<file path="src/design/hmk3_pkg.sv">
package hmk3_pkg;

   localparam int MaxBitsDefault = 21;
   localparam int CoordWidth     = 21;
   localparam int KeyWidth       = 63;
   localparam int CfgWidth       = 5;
   localparam int RotWidth       = 6;

   localparam logic [1:0] ADDR_BITS_USED = 2'd0;

   // Combined table entry: {next rotation[8:3], digit[2:0]}
   typedef logic [RotWidth+2:0] rom_entry_type;

   localparam logic [5:0] NEXT_ROT [0:383] = '{
      6'd36,6'd28,6'd25,6'd27,6'd10,6'd10,6'd25,6'd27,
      6'd29,6'd11,6'd24,6'd24,6'd37,6'd11,6'd26,6'd26,
      6'd8,6'd8,6'd25,6'd27,6'd30,6'd38,6'd25,6'd27,
      6'd9,6'd39,6'd24,6'd24,6'd9,6'd31,6'd26,6'd26,
      6'd40,6'd24,6'd44,6'd32,6'd40,6'd6,6'd44,6'd6,
      6'd25,6'd7,6'd33,6'd7,6'd41,6'd41,6'd45,6'd45,
      6'd4,6'd42,6'd4,6'd46,6'd26,6'd42,6'd34,6'd46,
      6'd43,6'd43,6'd47,6'd47,6'd5,6'd27,6'd5,6'd35,
      6'd33,6'd35,6'd36,6'd28,6'd33,6'd35,6'd2,6'd2,
      6'd32,6'd32,6'd29,6'd3,6'd34,6'd34,6'd37,6'd3,
      6'd33,6'd35,6'd0,6'd0,6'd33,6'd35,6'd30,6'd38,
      6'd32,6'd32,6'd1,6'd39,6'd34,6'd34,6'd1,6'd31,
      6'd24,6'd42,6'd32,6'd46,6'd14,6'd42,6'd14,6'd46,
      6'd43,6'd43,6'd47,6'd47,6'd25,6'd15,6'd33,6'd15,
      6'd40,6'd12,6'd44,6'd12,6'd40,6'd26,6'd44,6'd34,
      6'd13,6'd27,6'd13,6'd35,6'd41,6'd41,6'd45,6'd45,
      6'd28,6'd41,6'd28,6'd22,6'd38,6'd43,6'd38,6'd22,
      6'd42,6'd40,6'd23,6'd23,6'd29,6'd39,6'd29,6'd39,
      6'd41,6'd36,6'd20,6'd36,6'd43,6'd30,6'd20,6'd30,
      6'd37,6'd31,6'd37,6'd31,6'd42,6'd40,6'd21,6'd21,
      6'd28,6'd18,6'd28,6'd45,6'd38,6'd18,6'd38,6'd47,
      6'd19,6'd19,6'd46,6'd44,6'd29,6'd39,6'd29,6'd39,
      6'd16,6'd36,6'd45,6'd36,6'd16,6'd30,6'd47,6'd30,
      6'd37,6'd31,6'd37,6'd31,6'd17,6'd17,6'd46,6'd44,
      6'd12,6'd4,6'd1,6'd3,6'd34,6'd34,6'd1,6'd3,
      6'd5,6'd35,6'd0,6'd0,6'd13,6'd35,6'd2,6'd2,
      6'd32,6'd32,6'd1,6'd3,6'd6,6'd14,6'd1,6'd3,
      6'd33,6'd15,6'd0,6'd0,6'd33,6'd7,6'd2,6'd2,
      6'd16,6'd0,6'd20,6'd8,6'd16,6'd30,6'd20,6'd30,
      6'd1,6'd31,6'd9,6'd31,6'd17,6'd17,6'd21,6'd21,
      6'd28,6'd18,6'd28,6'd22,6'd2,6'd18,6'd10,6'd22,
      6'd19,6'd19,6'd23,6'd23,6'd29,6'd3,6'd29,6'd11,
      6'd9,6'd11,6'd12,6'd4,6'd9,6'd11,6'd26,6'd26,
      6'd8,6'd8,6'd5,6'd27,6'd10,6'd10,6'd13,6'd27,
      6'd9,6'd11,6'd24,6'd24,6'd9,6'd11,6'd6,6'd14,
      6'd8,6'd8,6'd25,6'd15,6'd10,6'd10,6'd25,6'd7,
      6'd0,6'd18,6'd8,6'd22,6'd38,6'd18,6'd38,6'd22,
      6'd19,6'd19,6'd23,6'd23,6'd1,6'd39,6'd9,6'd39,
      6'd16,6'd36,6'd20,6'd36,6'd16,6'd2,6'd20,6'd10,
      6'd37,6'd3,6'd37,6'd11,6'd17,6'd17,6'd21,6'd21,
      6'd4,6'd17,6'd4,6'd46,6'd14,6'd19,6'd14,6'd46,
      6'd18,6'd16,6'd47,6'd47,6'd5,6'd15,6'd5,6'd15,
      6'd17,6'd12,6'd44,6'd12,6'd19,6'd6,6'd44,6'd6,
      6'd13,6'd7,6'd13,6'd7,6'd18,6'd16,6'd45,6'd45,
      6'd4,6'd42,6'd4,6'd21,6'd14,6'd42,6'd14,6'd23,
      6'd43,6'd43,6'd22,6'd20,6'd5,6'd15,6'd5,6'd15,
      6'd40,6'd12,6'd21,6'd12,6'd40,6'd6,6'd23,6'd6,
      6'd13,6'd7,6'd13,6'd7,6'd41,6'd41,6'd22,6'd20
   };

   localparam logic [2:0] DIGIT [0:383] = '{
      3'd0,3'd7,3'd1,3'd6,3'd3,3'd4,3'd2,3'd5, 3'd7,3'd4,3'd6,3'd5,3'd0,3'd3,3'd1,3'd2,
      3'd4,3'd3,3'd5,3'd2,3'd7,3'd0,3'd6,3'd1, 3'd3,3'd0,3'd2,3'd1,3'd4,3'd7,3'd5,3'd6,
      3'd1,3'd0,3'd6,3'd7,3'd2,3'd3,3'd5,3'd4, 3'd0,3'd3,3'd7,3'd4,3'd1,3'd2,3'd6,3'd5,
      3'd3,3'd2,3'd4,3'd5,3'd0,3'd1,3'd7,3'd6, 3'd2,3'd1,3'd5,3'd6,3'd3,3'd0,3'd4,3'd7,
      3'd6,3'd1,3'd7,3'd0,3'd5,3'd2,3'd4,3'd3, 3'd1,3'd2,3'd0,3'd3,3'd6,3'd5,3'd7,3'd4,
      3'd2,3'd5,3'd3,3'd4,3'd1,3'd6,3'd0,3'd7, 3'd5,3'd6,3'd4,3'd7,3'd2,3'd1,3'd3,3'd0,
      3'd7,3'd6,3'd0,3'd1,3'd4,3'd5,3'd3,3'd2, 3'd6,3'd5,3'd1,3'd2,3'd7,3'd4,3'd0,3'd3,
      3'd5,3'd4,3'd2,3'd3,3'd6,3'd7,3'd1,3'd0, 3'd4,3'd7,3'd3,3'd0,3'd5,3'd6,3'd2,3'd1,
      3'd6,3'd7,3'd5,3'd4,3'd1,3'd0,3'd2,3'd3, 3'd7,3'd0,3'd4,3'd3,3'd6,3'd1,3'd5,3'd2,
      3'd0,3'd1,3'd3,3'd2,3'd7,3'd6,3'd4,3'd5, 3'd1,3'd6,3'd2,3'd5,3'd0,3'd7,3'd3,3'd4,
      3'd2,3'd3,3'd1,3'd0,3'd5,3'd4,3'd6,3'd7, 3'd3,3'd4,3'd0,3'd7,3'd2,3'd5,3'd1,3'd6,
      3'd4,3'd5,3'd7,3'd6,3'd3,3'd2,3'd0,3'd1, 3'd5,3'd2,3'd6,3'd1,3'd4,3'd3,3'd7,3'd0,
      3'd7,3'd0,3'd6,3'd1,3'd4,3'd3,3'd5,3'd2, 3'd0,3'd3,3'd1,3'd2,3'd7,3'd4,3'd6,3'd5,
      3'd3,3'd4,3'd2,3'd5,3'd0,3'd7,3'd1,3'd6, 3'd4,3'd7,3'd5,3'd6,3'd3,3'd0,3'd2,3'd1,
      3'd6,3'd7,3'd1,3'd0,3'd5,3'd4,3'd2,3'd3, 3'd7,3'd4,3'd0,3'd3,3'd6,3'd5,3'd1,3'd2,
      3'd4,3'd5,3'd3,3'd2,3'd7,3'd6,3'd0,3'd1, 3'd5,3'd6,3'd2,3'd1,3'd4,3'd7,3'd3,3'd0,
      3'd1,3'd6,3'd0,3'd7,3'd2,3'd5,3'd3,3'd4, 3'd6,3'd5,3'd7,3'd4,3'd1,3'd2,3'd0,3'd3,
      3'd5,3'd2,3'd4,3'd3,3'd6,3'd1,3'd7,3'd0, 3'd2,3'd1,3'd3,3'd0,3'd5,3'd6,3'd4,3'd7,
      3'd0,3'd1,3'd7,3'd6,3'd3,3'd2,3'd4,3'd5, 3'd1,3'd2,3'd6,3'd5,3'd0,3'd3,3'd7,3'd4,
      3'd2,3'd3,3'd5,3'd4,3'd1,3'd0,3'd6,3'd7, 3'd3,3'd0,3'd4,3'd7,3'd2,3'd1,3'd5,3'd6,
      3'd1,3'd0,3'd2,3'd3,3'd6,3'd7,3'd5,3'd4, 3'd0,3'd7,3'd3,3'd4,3'd1,3'd6,3'd2,3'd5,
      3'd7,3'd6,3'd4,3'd5,3'd0,3'd1,3'd3,3'd2, 3'd6,3'd1,3'd5,3'd2,3'd7,3'd0,3'd4,3'd3,
      3'd5,3'd4,3'd6,3'd7,3'd2,3'd3,3'd1,3'd0, 3'd4,3'd3,3'd7,3'd0,3'd5,3'd2,3'd6,3'd1,
      3'd3,3'd2,3'd0,3'd1,3'd4,3'd5,3'd7,3'd6, 3'd2,3'd5,3'd1,3'd6,3'd3,3'd4,3'd0,3'd7
   };

   function automatic rom_entry_type rom_lookup(input logic [RotWidth-1:0] rot,
                                                input logic [2:0] oct);
      logic [8:0] idx;
      idx = {rot, oct};
      return {NEXT_ROT[idx], DIGIT[idx]};
   endfunction

endpackage

</file>
<file path="src/design/hilbert_and_morton_key_3d_core.sv">
// 3D Hilbert and Morton key unit.
// Input channel: drive req_coord_x/y/z with start high; the item is taken at
// the edge where start is high and busy is low. busy is always low, so one
// item may enter every cycle.
// Result channel: rsp_hilbert_code and rsp_morton_code are shown for one
// cycle with done high; the receiver must take them then.
// Pipeline: one input stage, one stage per curve level through the rotation
// table and one output register lie between the accepting edge and done.
// The per-level table lookup chain sets the depth; throughput is one item
// per cycle.
// Configuration: APB register bits_used at address 0 (pwdata[4:0] kept; values
// above MaxBits saturate); write only while no items are in flight.
// Reset: bits_used returns to 21 and all in-flight items are dropped.
module hilbert_and_morton_key_3d_core #(
   parameter int MaxBits = hmk3_pkg::MaxBitsDefault
) (
   input  logic                          clock,
   input  logic                          reset,
   input  logic                          start,
   output logic                          busy,
   input  logic [hmk3_pkg::CoordWidth-1:0] req_coord_x,
   input  logic [hmk3_pkg::CoordWidth-1:0] req_coord_y,
   input  logic [hmk3_pkg::CoordWidth-1:0] req_coord_z,
   output logic                          done,
   output logic [hmk3_pkg::KeyWidth-1:0] rsp_hilbert_code,
   output logic [hmk3_pkg::KeyWidth-1:0] rsp_morton_code,
   input  logic                          csr_psel,
   input  logic                          csr_penable,
   input  logic                          csr_pwrite,
   input  logic [1:0]                    csr_paddr,
   input  logic [31:0]                   csr_pwdata,
   output logic [31:0]                   csr_prdata,
   output logic                          csr_pready
);
   import hmk3_pkg::*;

   localparam int KW = 3*MaxBits;

   logic [CfgWidth-1:0] bits_used_ff;
   logic [CfgWidth-1:0] levels;

   assign csr_pready = 1'b1;
   assign busy       = 1'b0;
   assign csr_prdata = (csr_paddr == ADDR_BITS_USED)
                     ? {{(32-CfgWidth){1'b0}}, bits_used_ff} : 32'd0;

   always_ff @(posedge clock) begin
      if (reset) begin
         bits_used_ff <= CfgWidth'(21);
      end else if (csr_psel && csr_penable && csr_pwrite
                   && csr_paddr == ADDR_BITS_USED) begin
         bits_used_ff <= csr_pwdata[CfgWidth-1:0];
      end
   end

   assign levels = (bits_used_ff > CfgWidth'(MaxBits)) ? CfgWidth'(MaxBits) : bits_used_ff;

   // input stage: mask coords, build Morton key
   logic               s0_valid_ff;
   logic [MaxBits-1:0] s0_x_ff, s0_y_ff, s0_z_ff;
   logic [KW-1:0]      s0_morton_ff, morton_in;
   logic [MaxBits-1:0] s0_act_ff, act_in;

   always_comb begin
      morton_in = '0;
      for (int i = 0; i < MaxBits; i++) begin
         act_in[i] = (i < int'(levels));
         morton_in[3*i+2] = req_coord_z[i] & act_in[i];
         morton_in[3*i+1] = req_coord_y[i] & act_in[i];
         morton_in[3*i]   = req_coord_x[i] & act_in[i];
      end
   end

   always_ff @(posedge clock) begin
      if (reset) begin
         s0_valid_ff <= 1'b0;
      end else begin
         s0_valid_ff <= start && !busy;
      end
      s0_x_ff      <= req_coord_x[MaxBits-1:0];
      s0_y_ff      <= req_coord_y[MaxBits-1:0];
      s0_z_ff      <= req_coord_z[MaxBits-1:0];
      s0_morton_ff <= morton_in;
      s0_act_ff    <= act_in;
   end

   // level stages, top bit first; coords and Morton key ride along
   logic               v   [0:MaxBits];
   logic [RotWidth-1:0] r  [0:MaxBits];
   logic [KW-1:0]      k   [0:MaxBits];
   logic [MaxBits-1:0] px  [0:MaxBits];
   logic [MaxBits-1:0] py  [0:MaxBits];
   logic [MaxBits-1:0] pz  [0:MaxBits];
   logic [MaxBits-1:0] pa  [0:MaxBits];
   logic [KW-1:0]      pm  [0:MaxBits];

   assign v[0]  = s0_valid_ff;
   assign r[0]  = '0;
   assign k[0]  = '0;
   assign px[0] = s0_x_ff;
   assign py[0] = s0_y_ff;
   assign pz[0] = s0_z_ff;
   assign pa[0] = s0_act_ff;
   assign pm[0] = s0_morton_ff;

   for (genvar g = 0; g < MaxBits; g++) begin : g_level
      localparam int B = MaxBits - 1 - g;
      hmk3_level #(.MaxBits(MaxBits)) u_level (
         .clock     (clock),
         .reset     (reset),
         .valid_in  (v[g]),
         .active_in (pa[g][B]),
         .oct_in    ({px[g][B], py[g][B], pz[g][B]}),
         .rot_in    (r[g]),
         .key_in    (k[g]),
         .valid_out (v[g+1]),
         .rot_out   (r[g+1]),
         .key_out   (k[g+1])
      );
      always_ff @(posedge clock) begin
         px[g+1] <= px[g];
         py[g+1] <= py[g];
         pz[g+1] <= pz[g];
         pa[g+1] <= pa[g];
         pm[g+1] <= pm[g];
      end
   end

   logic          done_ff;
   logic [KW-1:0] hil_ff, mor_ff;

   always_ff @(posedge clock) begin
      if (reset) begin
         done_ff <= 1'b0;
      end else begin
         done_ff <= v[MaxBits];
      end
      hil_ff <= k[MaxBits];
      mor_ff <= pm[MaxBits];
   end

   assign done             = done_ff;
   assign rsp_hilbert_code = KeyWidth'(hil_ff);
   assign rsp_morton_code  = KeyWidth'(mor_ff);
endmodule

</file>
<file path="src/design/hmk3_level.sv">
// One curve level: rotation and octant in, digit appended, rotation stepped.
module hmk3_level #(
   parameter int MaxBits = hmk3_pkg::MaxBitsDefault
) (
   input  logic                        clock,
   input  logic                        reset,
   input  logic                        valid_in,
   input  logic                        active_in,
   input  logic [2:0]                  oct_in,
   input  logic [hmk3_pkg::RotWidth-1:0] rot_in,
   input  logic [3*MaxBits-1:0]        key_in,
   output logic                        valid_out,
   output logic [hmk3_pkg::RotWidth-1:0] rot_out,
   output logic [3*MaxBits-1:0]        key_out
);
   import hmk3_pkg::*;

   rom_entry_type entry;
   logic                valid_ff;
   logic [RotWidth-1:0] rot_ff, rot_in_w;
   logic [3*MaxBits-1:0] key_ff, key_in_w;

   assign entry = rom_lookup(rot_in, oct_in);

   always_comb begin
      rot_in_w = rot_in;
      key_in_w = key_in;
      // skip levels above the configured count
      if (active_in) begin
         rot_in_w = entry[8:3];
         key_in_w = (key_in << 3) | (3*MaxBits)'(entry[2:0]);
      end
   end

   always_ff @(posedge clock) begin
      if (reset) begin
         valid_ff <= 1'b0;
      end else begin
         valid_ff <= valid_in;
      end
      rot_ff <= rot_in_w;
      key_ff <= key_in_w;
   end

   assign valid_out = valid_ff;
   assign rot_out   = rot_ff;
   assign key_out   = key_ff;
endmodule

</file>
<file path="config.mk">
export PLATFORM = sky130hd
export DESIGN_NAME = hilbert_and_morton_key_3d_core
export DESIGN_NICKNAME = d
export VERILOG_FILES = /design/src/design/hmk3_pkg.sv /design/src/design/hilbert_and_morton_key_3d_core.sv /design/src/design/hmk3_level.sv
export SDC_FILE = /design/constraint.sdc
export NUM_CORES = 2
export LEC_CHECK = 0
export ABC_AREA = 0
export BUFFER_PORTS_ARGS = -buffer_cell sky130_fd_sc_hd__buf_4
export CORE_ASPECT_RATIO = 1.25
export CORE_MARGIN = 5
export CORE_UTILIZATION = 45
export CTS_CLUSTER_DIAMETER = 40
export DETAILED_ROUTE_END_ITERATION = 8
export RECOVER_POWER = 25
export SLEW_MARGIN = 10
export SYNTH_ARGS = -nofsm -noshare
export SYNTH_HDL_FRONTEND = slang
export SYNTH_SLANG_ARGS = --single-unit
</file>
<file path="constraint.sdc">
create_clock -name clock -period 3.6 [get_ports clock]
set_clock_uncertainty 0.05 [all_clocks]
set_input_delay 0.36 -clock clock [delete_from_list [all_inputs] [get_ports clock]]
set_output_delay 0.36 -clock clock [all_outputs]
set_load 0.005 [all_outputs]
</file>
==> flow_summary.ini <==
[synthesis]
synth_area_leader_cell = dfxtp_1
async_flop_share_pct = 0
ys_top_cells_by_area = dfxtp_1 (56%), mux2_2 (6.4%), ha_1 (3.6%), a21oi_1 (2.8%), o21ai_0 (2.5%)
synthFlopType = dfxtp_1
ys_ff_latch = 3277
synth.avg_cell_area_um2 = 10.8
ys_types = 95
synth-edff-count = 0
synth_top_cell_area_share_pct = 56.1
syn_inst = 10800
yosysWarnings = 0
syn_area_mm2 = 0.117
seq_area_frac_synth_pct = 56.1

[sta]
drv_slew = 0
fin_crit_ns = 3.27
tightest_slew_ns = 1.16
max-slew-margin-rel_pct = 22.4
finalHoldViolCount = 0
final.period_utilization_pct = 91.0
setup_viol = 0
finalSetupTns_ns = 0
rsz0062_at_grt = no
fmax_mhz = 305

[final_layout]
drive_above_1_share_pct = 18.3
syn_to_final_growth_pct = 15.5
n_fill_cell = 22700
stdcell_count = 14700
final-seq-area_mm2 = 0.0656
finalInstanceArea_mm2 = 0.135
utilization_pct = 52.2
layout.nets = 11500
multiInputGateArea_mm2 = 0.0468

[global_route]
grt_max_degree = 74
overflow = 0
antenna_found_initial = 8
grt_pass1_wl_um = 438000
track_usage_pct = 19.6
grt_pass1_vias = 78500

[worst_setup_path]
worstRegToRegCells = 8
crit_start = g_level[17].u_level.rot_out[1]
ff2ff_setup_slack_ns = 0.33
crit_family = compound AO/OA/AOI/OAI gates
critPathArrivalTime_ns = 4.01
worst_path_max_delay_cell = dfxtp_1
crit_path_max_fanout = 17
critPathMaxStageDelay_ns = 0.84
path_cells = clkinv_1 > nor3_1 > o31ai_1 > a221oi_1 > a211o_1 > a21oi_1 > a2111oi_0 > buf_4
worstSetupStartpointType = register
crit_type = register to register
r2r_start = g_level[17].u_level.rot_out[1]
cp-endpoint = g_level[18].u_level.rot_out[4]
cp.required_ns = 4.34
path_depth = 8
r2r-end = g_level[18].u_level.rot_out[4]
critPathCaptureType = register
cp_num_buf_inv = 2

[route]
drtPass1Iterations = 8
drcViolationCount = 0
viasPerCell = 5.45
drt_first_iter_violations = 6378
dr_total_vias = 80100
avgRoutedWirePerCell_um = 18.7
routed_wl_um = 275000
ant_nets = 0

[floorplanning]
dieArea_mm2 = 0.270
die_w_um = 466
io-pin-count = 264
initial_core_util_pct = 45.2
fp-row-count = 209
core-area_mm2 = 0.259
die_h_um = 580

[place]
place_hpwl_um = 187000
post_dp_cell_area_mm2 = 0.122
routabilityCongestion = 0.931
portBuffers = 207
dp_cells = 14000

[clock_tree]
cts-root-buf = clkbuf_16
insertion_delay_ns = 0.88
clock_sinks = 3277
cts.repair.resized = 0
postCtsSetupBuffers = 0
clk_pin_slew_ns = 0.06
htreeDepth = 5
cts_hold_buf = 82
clockBufferDepth = 4
cts_buffers = 349
tritoncts = done

[run_status]
status = complete, no violations

[hold_path]
hold_path_class = input pin to register
hold_path_depth = 2

[power]
p_per_area_mw_per_mm2 = 906
peakVddDrop_v = 0.000482
p_leak_uw = 0.0547
total_power_uw = 122000

[flow_run]
max-cap-violations = 0
==> power by group <==
group,switching [uW],internal [uW]
clock,14700,21800
combinational,21400,16600
sequential,5100,42800
==> area by class of cell <==
| class | instances | area share (%) |
|---|---|---|
| sequential | 3277 | 48.6 |
| multi-input combinational | 6496 | 34.7 |
| clock buffer | 429 | 7.10 |
| timing repair buffer | 657 | 3.80 |
| tap | 3376 | 3.13 |
| clock inverter | 202 | 2.02 |
| inverter | 241 | 0.670 |
| antenna | 17 | 0.0315 |
==> synth_stat cells, drive strengths merged (24+ instances only) <==
master	n
a31oi	102
or3	34
o21ai	606
clkinv	24
o2111ai	38
o22ai	96
or2	53
xnor2	135
mux2i	229
nand3	142
a221oi	83
and2	135
a21oi	663
o31ai	62
a221o	30
o21a	36
a21boi	40
inv	217
nor2	642
o211ai	145
a2111oi	24
xor2	60
a211oi	128
and3	48
nor3	196
o311ai	78
nor3b	30
a211o	34
a311oi	37
dfxtp	3277
nor2b	187
ha	334
o221ai	86
clkbuf	479
nand2	623
nand2b	134
buf	382
a22oi	47
mux4	124
a21o	27
mux2	669
a22o	26
==> per-layer routing <==
metal | part of all wire [%] | routed length [um] | track usage (%) | vias up
li1 | - | - | - | 38800
met1 | 41 | 112000 | 24.0 | 38100
met2 | 49 | 136000 | 34.0 | 2567
met3 | 5.2 | 14300 | 2.97 | 677
met4 | 4.7 | 12800 | 8.96 | 2
met5 | 0.0047 | 13 | 0 | -
==> stage by stage <==
stage                     hold slack (ns)  worst slack, ns
after global placement              0.259            0.332
after detailed placement            0.262            0.393
after global routing               0.0654            0.138
final                               0.106            0.325
after floorplan                     0.260            0.451
after CTS                         0.00367            0.341
==> cell usage in the layout, fill, tap and decap left out, drive strengths merged, types with 60 or more instances in the layout <==
cell | netlist | final
a31oi | 102 | 102
clkbuf | 479 | 488
xnor2 | 135 | 135
and2 | 135 | 135
a21oi | 663 | 663
o311ai | 78 | 78
nor2b | 187 | 187
nor2 | 642 | 642
a221oi | 83 | 83
dlygate4sd3 | 0 | 82
inv | 217 | 269
o21ai | 606 | 606
o31ai | 62 | 62
o22ai | 96 | 96
nand3 | 142 | 142
a211oi | 128 | 128
buf | 382 | 516
nand2 | 623 | 623
mux4 | 124 | 124
mux2 | 669 | 669
mux2i | 229 | 229
nor3 | 196 | 196
nand2b | 134 | 134
clkinv | 24 | 116
o211ai | 145 | 145
o221ai | 86 | 86
dfxtp | 3277 | 3277
ha | 334 | 334
xor2 | 60 | 60
==> registers in the layout, indices dropped and copies added (netlist names), 63 cells and up <==
| signal | count |
|---|---|
| pm | 1323 |
| g_level.u_level.key_out | 693 |
| pa | 210 |
| px | 210 |
| py | 210 |
| pz | 210 |
| g_level.u_level.rot_out | 120 |
| rsp_hilbert_code | 63 |
| rsp_morton_code | 63 |
| s0_morton_ff | 63 |
==> worst reg2reg max path, delay by kind of cell (launching register included) <==
family | cells | cell delay (ns)
AO/OA/AOI/OAI | 5 | 1.18
buffers and inverters | 2 | 0.83
flip-flops | 1 | 0.84
AND/OR/NAND/NOR | 1 | 0.32
==> worst min-delay path by stage <==
| stage | from | slack [ns] | to |
|---|---|---|---|
| 6_report | req_coord_z[17] | 0.11 | s0_z_ff[17] |
| 5_1_grt | req_coord_y[14] | 0.07 | s0_y_ff[14] |
| 4_1_cts | req_coord_y[16] | 0.004 | s0_y_ff[16] |
| 3_5_place_dp | pa[130] | 0.26 | pa[109] |
| 3_3_place_gp | pm[337] | 0.26 | pm[274] |
| 2_1_floorplan | pa[126] | 0.26 | pa[105] |
==> kinds of logic after synthesis <==
| logic type | after synthesis | synth area share, % |
|---|---|---|
| mux | 1022 | 10.8 |
| simple gates | 2305 | 9.39 |
| other cells | 2 | 0.00642 |
| buf+inv | 1102 | 3.93 |
| xor+xnor | 195 | 1.50 |
| compound gates | 2607 | 14.7 |
| flops | 3277 | 56.1 |
| fa+ha+maj | 338 | 3.61 |
Power figures use the tool's default switching activity.
